`config.mk`:
```
export PLATFORM = sky130hd
export DESIGN_NAME = sprite_animation_sequencer_top
export DESIGN_NICKNAME = d
export VERILOG_FILES = /design/src/design/sas_pkg.sv /design/src/design/sas_frame_mem.sv /design/src/design/sas_core.sv /design/src/design/sprite_animation_sequencer_top.sv
export SDC_FILE = /design/constraint.sdc
export NUM_CORES = 1
export LEC_CHECK = 0
export BUFFER_PORTS_ARGS = -buffer_cell sky130_fd_sc_hd__buf_2
export CAP_MARGIN = 20
export CORE_UTILIZATION = 28
export DETAILED_ROUTE_END_ITERATION = 16
export SLEW_MARGIN = 20
export SYNTH_ARGS = -nofsm -noshare
export SYNTH_HDL_FRONTEND = slang
export SYNTH_SLANG_ARGS = --single-unit
```
`constraint.sdc`:
```
create_clock -name clk -period 10.15 [get_ports clk]
set_input_delay 1.015 -clock clk [delete_from_list [all_inputs] [get_ports clk]]
set_output_delay 1.015 -clock clk [all_outputs]
set_load 0.05 [all_outputs]
```
`src/design/sas_pkg.sv`:
```
// Shared types and constants for the sprite animation sequencer
`default_nettype none
package sas_pkg;

    localparam int MAX_FRAMES_DEF = 16;
    localparam logic [9:0] TILE_LIMIT = 10'h1FF;

    typedef enum logic [1:0] {
        OP_CLEAR = 2'd0,
        OP_ADD   = 2'd1,
        OP_STEP  = 2'd2,
        OP_APPLY = 2'd3
    } op_t;

    typedef enum logic {
        ST_IDLE = 1'b0,
        ST_EXEC = 1'b1
    } state_t;

    typedef struct packed {
        logic [7:0] duration;
        logic [8:0] tile;
        logic [7:0] xoff;
        logic [7:0] yoff;
        logic       hflip;
        logic       vflip;
    } frame_entry_t;

endpackage
`default_nettype wire

```
`src/design/sas_frame_mem.sv`:
```
// Frame table: single-port-write, registered-read synchronous memory
`default_nettype none
module sas_frame_mem #(
    parameter int MAX_FRAMES = sas_pkg::MAX_FRAMES_DEF,
    localparam int IDX_W = (MAX_FRAMES > 1) ? $clog2(MAX_FRAMES) : 1
) (
    input  wire logic                        clk,
    input  wire logic                        rd_en,
    input  wire logic [IDX_W-1:0]            rd_addr,
    output sas_pkg::frame_entry_t            rd_data,
    input  wire logic                        wr_en,
    input  wire logic [IDX_W-1:0]            wr_addr,
    input  wire sas_pkg::frame_entry_t       wr_data
);

    sas_pkg::frame_entry_t mem [MAX_FRAMES];
    sas_pkg::frame_entry_t rd_data_reg;

    always_ff @(posedge clk)
    begin
        if (wr_en)
        begin
            mem[wr_addr] <= wr_data;
        end
    end

    always_ff @(posedge clk)
    begin
        if (rd_en)
        begin
            rd_data_reg <= mem[rd_addr];
        end
    end

    assign rd_data = rd_data_reg;

endmodule
`default_nettype wire

```
`src/design/sas_core.sv`:
```
// Sequencer control: operation FSM, animation state, result register
`default_nettype none
module sas_core #(
    parameter int MAX_FRAMES = sas_pkg::MAX_FRAMES_DEF,
    localparam int IDX_W = (MAX_FRAMES > 1) ? $clog2(MAX_FRAMES) : 1
) (
    input  wire logic                 clk,
    input  wire logic                 rst_n,
    input  wire logic                 cfg_we,
    input  wire logic                 cfg_wdata,
    input  wire logic                 in_valid,
    output logic                      in_stall,
    input  wire logic [1:0]           operation,
    input  wire logic [7:0]           frame_duration,
    input  wire logic [9:0]           frame_tile,
    input  wire logic signed [7:0]    frame_x_offset,
    input  wire logic signed [7:0]    frame_y_offset,
    input  wire logic                 frame_hflip,
    input  wire logic                 frame_vflip,
    input  wire logic signed [15:0]   base_x,
    input  wire logic [7:0]           base_y,
    input  wire logic                 base_hflip,
    input  wire logic                 base_vflip,
    output logic                      out_valid,
    input  wire logic                 out_stall,
    output logic                      ok,
    output logic signed [15:0]        sprite_x,
    output logic [7:0]                sprite_y,
    output logic [8:0]                sprite_tile,
    output logic                      sprite_hflip,
    output logic                      sprite_vflip,
    output logic                      finished_flag,
    output logic                      mem_rd_en,
    output logic [IDX_W-1:0]          mem_rd_addr,
    input  wire sas_pkg::frame_entry_t mem_rd_data,
    output logic                      mem_wr_en,
    output logic [IDX_W-1:0]          mem_wr_addr,
    output sas_pkg::frame_entry_t     mem_wr_data
);

    localparam int CNT_W = $clog2(MAX_FRAMES + 1);

    sas_pkg::state_t state_reg, state_next;
    logic             loop_mode_reg;
    logic [CNT_W-1:0] total_reg, total_next;
    logic [IDX_W-1:0] cur_reg, cur_next;
    logic [7:0]       tick_reg, tick_next;
    logic             done_reg, done_next;
    logic             out_valid_reg, out_valid_next;
    logic             out_load;

    // latched input item
    sas_pkg::op_t     op_reg;
    logic [7:0]       dur_reg;
    logic [9:0]       tile_reg;
    logic [7:0]       xoff_reg;
    logic [7:0]       yoff_reg;
    logic             fh_reg;
    logic             fv_reg;
    logic [15:0]      bx_reg;
    logic [7:0]       by_reg;
    logic             bh_reg;
    logic             bv_reg;

    // result register
    logic             ok_reg, ok_next;
    logic [15:0]      sx_reg, sx_next;
    logic [7:0]       sy_reg, sy_next;
    logic [8:0]       st_reg, st_next;
    logic             shf_reg, shf_next;
    logic             svf_reg, svf_next;
    logic             fin_reg;

    logic             accept;
    logic [7:0]       tick_inc;
    logic [CNT_W-1:0] cur_inc;

    assign accept   = in_valid && (state_reg == sas_pkg::ST_IDLE);
    assign in_stall = (state_reg != sas_pkg::ST_IDLE);

    assign mem_rd_en   = accept;
    assign mem_rd_addr = cur_reg;
    assign mem_wr_addr = IDX_W'(total_reg);
    assign mem_wr_data = '{duration: dur_reg, tile: tile_reg[8:0], xoff: xoff_reg,
                           yoff: yoff_reg, hflip: fh_reg, vflip: fv_reg};

    assign tick_inc = tick_reg + 8'd1;
    assign cur_inc  = CNT_W'(cur_reg) + CNT_W'(1);

    always_ff @(posedge clk or negedge rst_n)
    begin
        if (!rst_n)
        begin
            state_reg     <= sas_pkg::ST_IDLE;
            loop_mode_reg <= 1'b0;
            total_reg     <= '0;
            cur_reg       <= '0;
            tick_reg      <= '0;
            done_reg      <= 1'b0;
            out_valid_reg <= 1'b0;
        end
        else
        begin
            state_reg     <= state_next;
            total_reg     <= total_next;
            cur_reg       <= cur_next;
            tick_reg      <= tick_next;
            done_reg      <= done_next;
            out_valid_reg <= out_valid_next;
            if (cfg_we)
            begin
                loop_mode_reg <= cfg_wdata;
            end
        end
    end

    always_ff @(posedge clk)
    begin
        if (accept)
        begin
            op_reg   <= sas_pkg::op_t'(operation);
            dur_reg  <= frame_duration;
            tile_reg <= frame_tile;
            xoff_reg <= frame_x_offset;
            yoff_reg <= frame_y_offset;
            fh_reg   <= frame_hflip;
            fv_reg   <= frame_vflip;
            bx_reg   <= base_x;
            by_reg   <= base_y;
            bh_reg   <= base_hflip;
            bv_reg   <= base_vflip;
        end
        if (out_load)
        begin
            ok_reg  <= ok_next;
            sx_reg  <= sx_next;
            sy_reg  <= sy_next;
            st_reg  <= st_next;
            shf_reg <= shf_next;
            svf_reg <= svf_next;
            fin_reg <= done_next;
        end
    end

    always_comb
    begin
        state_next = state_reg;
        total_next = total_reg;
        cur_next   = cur_reg;
        tick_next  = tick_reg;
        done_next  = done_reg;
        out_load   = 1'b0;
        mem_wr_en  = 1'b0;
        ok_next    = 1'b0;
        sx_next    = '0;
        sy_next    = '0;
        st_next    = '0;
        shf_next   = 1'b0;
        svf_next   = 1'b0;

        case (state_reg)
            sas_pkg::ST_IDLE:
            begin
                if (in_valid)
                begin
                    state_next = sas_pkg::ST_EXEC;
                end
            end
            sas_pkg::ST_EXEC:
            begin
                if (!out_valid_reg || !out_stall)
                begin
                    out_load   = 1'b1;
                    state_next = sas_pkg::ST_IDLE;
                    case (op_reg)
                        sas_pkg::OP_CLEAR:
                        begin
                            total_next = '0;
                            cur_next   = '0;
                            tick_next  = '0;
                            done_next  = 1'b0;
                            ok_next    = 1'b1;
                        end
                        sas_pkg::OP_ADD:
                        begin
                            if (total_reg < CNT_W'(MAX_FRAMES) && dur_reg != 8'd0 &&
                                tile_reg <= sas_pkg::TILE_LIMIT)
                            begin
                                mem_wr_en  = 1'b1;
                                total_next = total_reg + CNT_W'(1);
                                ok_next    = 1'b1;
                            end
                        end
                        sas_pkg::OP_STEP:
                        begin
                            if (total_reg != '0 && !done_reg)
                            begin
                                ok_next = 1'b1;
                                if (tick_inc < mem_rd_data.duration)
                                begin
                                    tick_next = tick_inc;
                                end
                                else
                                begin
                                    tick_next = '0;
                                    if (cur_inc < total_reg)
                                    begin
                                        cur_next = IDX_W'(cur_inc);
                                    end
                                    else if (loop_mode_reg)
                                    begin
                                        cur_next = '0;
                                    end
                                    else
                                    begin
                                        done_next = 1'b1;
                                    end
                                end
                            end
                        end
                        sas_pkg::OP_APPLY:
                        begin
                            if (total_reg != '0 && CNT_W'(cur_reg) < total_reg)
                            begin
                                ok_next  = 1'b1;
                                sx_next  = bx_reg + {{8{mem_rd_data.xoff[7]}},
                                                     mem_rd_data.xoff};
                                sy_next  = by_reg + mem_rd_data.yoff;
                                st_next  = mem_rd_data.tile;
                                shf_next = bh_reg ^ mem_rd_data.hflip;
                                svf_next = bv_reg ^ mem_rd_data.vflip;
                            end
                        end
                        default:
                        begin
                            ok_next = 1'b0;
                        end
                    endcase
                end
            end
            default:
            begin
                state_next = sas_pkg::ST_IDLE;
            end
        endcase
    end

    always_comb
    begin
        if (out_load)
        begin
            out_valid_next = 1'b1;
        end
        else if (!out_stall)
        begin
            out_valid_next = 1'b0;
        end
        else
        begin
            out_valid_next = out_valid_reg;
        end
    end

    assign out_valid     = out_valid_reg;
    assign ok            = ok_reg;
    assign sprite_x      = sx_reg;
    assign sprite_y      = sy_reg;
    assign sprite_tile   = st_reg;
    assign sprite_hflip  = shf_reg;
    assign sprite_vflip  = svf_reg;
    assign finished_flag = fin_reg;

endmodule
`default_nettype wire

```
`src/design/sprite_animation_sequencer_top.sv`:
```
// Sprite animation sequencer top level: frame table memory plus control core
//
// Holds a table of up to MAX_FRAMES animation frames and runs one operation per
// input transfer (clear, add frame, step one tick, apply to base sprite), giving
// one result transfer per operation. The frame table read at the current frame
// index is issued when the input is taken; the registered read data is used in
// the EXEC state, where state is updated and the result is loaded into the
// output register once that register is empty or draining. No new input is
// taken until then. loop_mode is written through cfg_we/cfg_wdata; the user
// must write it while the block is idle; the block itself does not enforce this.
`default_nettype none
module sprite_animation_sequencer_top #(
    parameter int MAX_FRAMES = sas_pkg::MAX_FRAMES_DEF
) (
    input  wire logic                 clk,
    input  wire logic                 rst_n,
    input  wire logic                 cfg_we,
    input  wire logic                 cfg_wdata,
    input  wire logic                 in_valid,
    output logic                      in_stall,
    input  wire logic [1:0]           operation,
    input  wire logic [7:0]           frame_duration,
    input  wire logic [9:0]           frame_tile,
    input  wire logic signed [7:0]    frame_x_offset,
    input  wire logic signed [7:0]    frame_y_offset,
    input  wire logic                 frame_hflip,
    input  wire logic                 frame_vflip,
    input  wire logic signed [15:0]   base_x,
    input  wire logic [7:0]           base_y,
    input  wire logic                 base_hflip,
    input  wire logic                 base_vflip,
    output logic                      out_valid,
    input  wire logic                 out_stall,
    output logic                      ok,
    output logic signed [15:0]        sprite_x,
    output logic [7:0]                sprite_y,
    output logic [8:0]                sprite_tile,
    output logic                      sprite_hflip,
    output logic                      sprite_vflip,
    output logic                      finished_flag
);

    localparam int IDX_W = (MAX_FRAMES > 1) ? $clog2(MAX_FRAMES) : 1;

    logic                  mem_rd_en;
    logic [IDX_W-1:0]      mem_rd_addr;
    sas_pkg::frame_entry_t mem_rd_data;
    logic                  mem_wr_en;
    logic [IDX_W-1:0]      mem_wr_addr;
    sas_pkg::frame_entry_t mem_wr_data;

    sas_frame_mem #(
        .MAX_FRAMES (MAX_FRAMES)
    ) u_mem (
        .clk     (clk),
        .rd_en   (mem_rd_en),
        .rd_addr (mem_rd_addr),
        .rd_data (mem_rd_data),
        .wr_en   (mem_wr_en),
        .wr_addr (mem_wr_addr),
        .wr_data (mem_wr_data)
    );

    sas_core #(
        .MAX_FRAMES (MAX_FRAMES)
    ) u_core (
        .clk            (clk),
        .rst_n          (rst_n),
        .cfg_we         (cfg_we),
        .cfg_wdata      (cfg_wdata),
        .in_valid       (in_valid),
        .in_stall       (in_stall),
        .operation      (operation),
        .frame_duration (frame_duration),
        .frame_tile     (frame_tile),
        .frame_x_offset (frame_x_offset),
        .frame_y_offset (frame_y_offset),
        .frame_hflip    (frame_hflip),
        .frame_vflip    (frame_vflip),
        .base_x         (base_x),
        .base_y         (base_y),
        .base_hflip     (base_hflip),
        .base_vflip     (base_vflip),
        .out_valid      (out_valid),
        .out_stall      (out_stall),
        .ok             (ok),
        .sprite_x       (sprite_x),
        .sprite_y       (sprite_y),
        .sprite_tile    (sprite_tile),
        .sprite_hflip   (sprite_hflip),
        .sprite_vflip   (sprite_vflip),
        .finished_flag  (finished_flag),
        .mem_rd_en      (mem_rd_en),
        .mem_rd_addr    (mem_rd_addr),
        .mem_rd_data    (mem_rd_data),
        .mem_wr_en      (mem_wr_en),
        .mem_wr_addr    (mem_wr_addr),
        .mem_wr_data    (mem_wr_data)
    );

endmodule
`default_nettype wire

```
==> results.toml, run 1 <==
[die]
fp.dieH_um = 318
ios = 109
coreArea_um2 = 98700
die_x_um = 318
initial_core_util_pct = 28.3
die_area_um2 = 101000
row_count = 115

[finish]
fillCellCount = 9206
multi_input_area_um2 = 6260
final-instance-count-excl-fill = 2801
drive_above_1_share_pct = 29.8
regArea_um2 = 21400
final_common_cell = "edfxtp_1"
nets = 1569
largest_reg_flops = 560
syn2layout_area_growth_pct = 17.0
final_cell_mix = "edfxtp_1 (696), mux4_2 (175), buf_2 (108)"

[logic_synthesis]
ys_types = 61
synth_compound_area_share_pct = 2.06
synth_cells = 1290
syn_nets = 1404
synth_top_family_by_area = "multiplexers"
synth.area.top_cells = "edfxtp_1 (75%), mux4_2 (14%), dfrtp_1 (1.9%)"
synth_fa_ha_area_share_pct = 2.02
syn_area_um2 = 28000
yosys_register_bits = 717
synth_top_area_cell = "edfxtp_1"
yosys_warnings = 0
synth_flop_cell = "edfxtp_1"
synth_edf_count = 696
synth_top_area_share_pct = 74.7
avgSynthCellArea_um2 = 21.7
async_flop_share_pct = 2.93
synthSimpleGateAreaFrac_pct = 2.72
ys_seq_area_share_pct = 76.6
synth_xor_area_share_pct = 0.658
synth.mux.area_fraction_pct = 14.5

[setup_path]
critical_path_class = "flop to flop"
worstSetupEndpointType = "flop"
worstPathMaxFanout = 47
worstReg2RegEnd = "u_core.finished_flag$_DFFE_PP_"
r2r_cells = 9
start_kind = "flop"
r2r-start = "u_core.mem_rd_addr[1]$_DFFE_PN0P_"
critPathRequiredTime_ps = 10590
reg2reg_slack_ps = 6470
arrival_ps = 4120

[timing]
finalSetupViolations = 0
whs_ps = 376
rsz0062_at_grt = "no"
worst_pin_slew_ps = 1060
slew_violations = 0
fin_tns_setup_ps = 0
fin_ws_ps = 6470
max-slew-margin-rel_pct = 29.4
fmax_mhz = 272
layout_min_cycle_time_ps = 3680
post-route-period-util_pct = 36.3
clock_skew_ps = 22.9
hold_violations = 0

[pwr]
clkPwrFrac_pct = 32.8
p_per_area_nw_per_um2 = 262
vdd_drop_max_v = 0.000202
combPwrFrac_pct = 22.2
switching_share_pct = 28.4
seqPwrFrac_pct = 45.0
p_sw_mw = 2.44
internal_power_mw = 6.14
leakage_nw = 10.4

[grt]
grt_pass1_vias = 13900
grt_max_degree = 104
grt_pass1_wl_um = 91700
grt_remaining_overflow = 0
grtUsageTotal_pct = 12.1
grt_antenna_before_repair = 2

[route]
via_per_inst = 4.65
drt_iter0_drc = 1091
vias = 13000
drtPass1Iterations = 5
wl_per_cell_um = 21.8
routed_wirelength_um = 61000
ant_nets = 0
remaining_drc_errors = 0

[placement]
dp_cells = 2663
dp_hpwl_um = 33900
port_buffers = 108
dp_slack_ps = 6460
place.gp.congestion = 0.786

[clock_network]
cts_resized = 0
clk_pin_slew_ps = 60
numCtsBuffers = 77
root_buffer = "clkbuf_16"
cts.sinks = 717
cts_tree = "built"
clk_latency_ps = 620
htree_levels = 3
post_cts_buffers = 0
cts_hold_buf = 0
clk_path_buf_depth = 3

[status]
status = "finished, final reports clean"

[worst_hold_path]
hp-class = "primary input to async pin"

[job]
cap_viol_max_count = 0
## power groups by stage
stage	registers (mW)	logic [mW]	clock network (mW)
final	3.86	1.90	2.81
after global routing	3.90	2.06	2.99
after CTS	3.87	1.95	2.88
after detailed placement	3.93	1.94	0
after global placement	3.92	1.91	0
after floorplan	3.97	1.36	0
## per-layer routing
layer  vias to the layer above  track usage (%)  wire, um
met5                         -                0         0
met4                         0             3.20      1300
met3                        81             2.66      3170
met2                       347             20.6     30500
met1                      6928             15.7     26000
li1                       5680                -         -
## area by class of cell
class                      count  share of cell area [%]
sequential                   717                    65.5
multi-input combinational    489                    19.1
clock buffer                  91                    6.15
tap                         1287                    4.92
timing repair buffer         137                    2.36
clock inverter                45                    1.55
inverter                      33                   0.379
antenna                        2                  0.0153
## per-stage QoR
step	instance area (um2)	utilization (%)	total power [mW]
final	32700	33.1	8.58
after global placement	30200	30.6	5.83
after floorplan	28000	-	5.33
after CTS	32700	33.1	8.70
after detailed placement	30200	30.6	5.87
after global routing	32700	33.1	8.95
## Yosys cell counts (3+ instances only)
cell      number
o21ai_0       11
a21o_1         9
a211oi_1       3
nand2b_1       5
nor4_1         3
nand3_1       12
a21oi_1       17
mux2i_1        9
nor2_1        48
xnor2_1        9
dfrtp_1       21
nand4_1        7
ha_1          42
buf_6          4
edfxtp_1     696
o22ai_1        4
o21a_1         3
o21bai_1       5
buf_2         20
clkbuf_1      21
and2_1        11
o21ai_1        9
a211o_1        4
nor3_1        12
or3_1          3
inv_1         31
nor3b_1        3
nor2b_1        7
buf_8          4
mux4_2       175
xor2_1        12
nand2_1       32
and3_1         5
## kinds of logic after synthesis
group,Yosys count
DFF,717
and+or+nand+nor,155
adders and majority gates,44
xor gates and xnor gates,21
buffers and inverters,84
AOI/OAI and AO/OA,84
muxes,185
## how the worst max path moves through the flow
stage / startpoint / depth (start not counted) / endpoint
detailed placement: u_core.mem_rd_addr[1]$_DFFE_PN0P_ / 9 / u_core.finished_flag$_DFFE_PP_
global placement: out_stall / 7 / u_mem.mem[5][34]$_DFFE_PP_
CTS: u_core.mem_rd_addr[1]$_DFFE_PN0P_ / 9 / u_core.finished_flag$_DFFE_PP_
global route: u_core.mem_rd_addr[1]$_DFFE_PN0P_ / 9 / u_core.finished_flag$_DFFE_PP_
finish: u_core.mem_rd_addr[1]$_DFFE_PN0P_ / 9 / u_core.finished_flag$_DFFE_PP_
floorplan: in_valid / 1 / u_core.bh_reg$_DFFE_PP_
## worst max-delay path, cell delays in order (launching register included)
cell and delay, ps:
dfrtp_4 810, buf_4 750, ha_1 350, xor2_1 100, ha_1 290, o211a_2 150
a21oi_1 80, or3_1 350, or3_1 340, a21oi_1 200
Note: power is estimated with default switching activity, not from simulation.
==> inputs of run 2 (changes only) <==
==> constraint.sdc (replaced) <==
create_clock -name clk -period 3.27 [get_ports clk]
set_input_delay 0.327 -clock clk [delete_from_list [all_inputs] [get_ports clk]]
set_output_delay 0.327 -clock clk [all_outputs]
set_load 0.05 [all_outputs]
==> run 2 against run 1 <==
Via count is 2.1% higher. Core utilization up 1.2 points. Register-to-register slack worse by 6200 ps. Wire length down 1.7%. Hold slack got worse by 160 ps. Die area is the same.
==> results.toml, run 2 (synthesized netlist as in run 1, its figures left out) <==
[placement]
place.gp.congestion = 0.761
dp_cells = 2679
placed_area_um2 = 30600
port_buffers = 108
dp_hpwl_um = 36200

[clock_network]
htree_levels = 3
clk_latency_ps = 620
cts_tree = "built"
clk_path_buf_depth = 3
cts.sinks = 717
numCtsBuffers = 78
clk_pin_slew_ps = 60
root_buffer = "clkbuf_16"

[finish]
syn2layout_area_growth_pct = 21.0
fin_area_um2 = 33900
diodes = 0
final_cell_mix = "edfxtp_1 (696), mux4_2 (175), buf_2 (108)"
drive_above_1_share_pct = 29.3
largest_reg_flops = 560
final-instance-count-excl-fill = 2890
final_common_cell = "edfxtp_1"
nets = 1655

[setup_path]
arrival_ps = 3340
worst-path-buf-inv = 1
worstPathMaxFanout = 17
cp_slowest_stage_delay_ps = 650
r2r_cells = 6
crit_chain = "nor4_1 > a211oi_1 > and3_1 > nand2_1 > nor2_4 > buf_12"
path_delay_family = "simple AND/OR/NAND/NOR gates"
reg2reg_slack_ps = 230
critPathRequiredTime_ps = 3570
r2r-start = "u_core.dur_reg[0]$_DFFE_PP_"
worstSetupEndpointType = "flop"
slowest_stage = "edfxtp_1"
worstReg2RegEnd = "u_mem.mem[12][30]$_DFFE_PP_"
critical_path_class = "flop to flop"
start_kind = "flop"

[timing]
rsz0062_at_grt = "no"
layout_min_cycle_time_ps = 3040
slew_violations = 0
post-route-period-util_pct = 92.9
hold_violations = 0
worst_pin_slew_ps = 904
fmax_mhz = 329
clock_skew_ps = 33.2
max-slew-margin-rel_pct = 39.7
finalSetupViolations = 0

[worst_hold_path]
hp-class = "primary input to async pin"

[pwr]
clkPwrFrac_pct = 32.5
leakage_nw = 10.9
p_per_area_nw_per_um2 = 794
combPwrFrac_pct = 23.5
p_sw_mw = 7.64
seqPwrFrac_pct = 44.0
internal_power_mw = 19.2
vdd_drop_max_v = 0.000545
switching_share_pct = 28.4

[status]
status = "finished, final reports clean"

[route]
ant_nets = 0
wl_met1_um = 26900
met2_length_um = 28700
drtPass1Iterations = 7
top_layer = "met4"
wl_per_cell_um = 20.7
drt_iter0_drc = 976
vias = 13300
remaining_drc_errors = 0
routed_wirelength_um = 59900
met3_length_um = 2990
via_per_inst = 4.60

[die]
row_count = 115
ios = 109
die_x_um = 318
fp.dieH_um = 318
coreArea_um2 = 98700
initial_core_util_pct = 28.3
die_area_um2 = 101000

[job]
cap_viol_max_count = 0

[grt]
grt_pass1_vias = 14100
grt_antenna_before_repair = 1
grt_pass1_wl_um = 90700
grt_max_degree = 82
grtUsageTotal_pct = 11.9
grt_remaining_overflow = 0
==> run 2: changes by cell type in the layout (fill, tap and decap cells not counted), sizes merged, moves of 3 or more <==
cell | before | now
dlygate4sd3 | 0 | 69
buf | 137 | 153
clkinv | 25 | 28
clkbuf | 91 | 96
==> run 2: area by class of cell <==
| cell class | instances | area, um2 |
|---|---|---|
| tap | 1287 | 1610 |
| timing repair buffer | 222 | 1840 |
| clock inverter | 46 | 462 |
| clock buffer | 96 | 2100 |
| multi-input combinational | 489 | 6270 |
| sequential | 717 | 21400 |
| fill | 9171 | 64900 |
| inverter | 33 | 124 |
==> run 2: repair_timing <==
item	in CTS	in global routing
setup buffers	0	0
hold buffers	69	0
endpoints found under the hold margin	88	0
gates resized for setup	0	0
==> run 2: through the flow <==
stage	util [%]	setup WS [ps]	hold slack, ps	TNS, ps	power [mW]
after floorplan	-	-308	31.4	-117360	16.5
after global placement	31.0	374	319	0	18.3
after detailed placement	31.0	264	329	0	18.4
after CTS	34.3	244	195	0	27.3
after global routing	34.3	30.8	236	0	28.1
final	34.3	233	214	0	26.9
==> run 2: how the worst max path moves through the flow <==
stage                                      from                     endpoint  slack [ps]  depth (start not counted)
finish              u_core.dur_reg[0]$_DFFE_PP_  u_mem.mem[12][30]$_DFFE_PP_         230                          6
global placement    u_core.dur_reg[3]$_DFFE_PP_   u_mem.mem[8][24]$_DFFE_PP_         370                          6
global route        u_core.dur_reg[3]$_DFFE_PP_   u_mem.mem[8][30]$_DFFE_PP_          30                          6
floorplan             u_core.in_stall$_DFF_PN0_    u_mem.mem[7][0]$_DFFE_PP_        -310                          6
detailed placement  u_core.dur_reg[3]$_DFFE_PP_   u_mem.mem[8][19]$_DFFE_PP_         260                          6
CTS                 u_core.dur_reg[3]$_DFFE_PP_   u_mem.mem[8][30]$_DFFE_PP_         240                          6
==> run 2: power groups by stage <==
stage	registers, mW	clock network, mW	logic, mW
after floorplan	12.3	0	4.25
after global placement	12.0	0	6.32
after detailed placement	12.0	0	6.36
after CTS	11.8	8.96	6.45
after global routing	11.9	9.31	6.85
final	11.8	8.74	6.33
==> run 2: metal layers <==
layer	track usage [%]	vias to the layer above
li1	-	5850
met1	16.4	7005
met2	19.2	362
met5	0	-
met4	3.26	0
met3	2.33	87
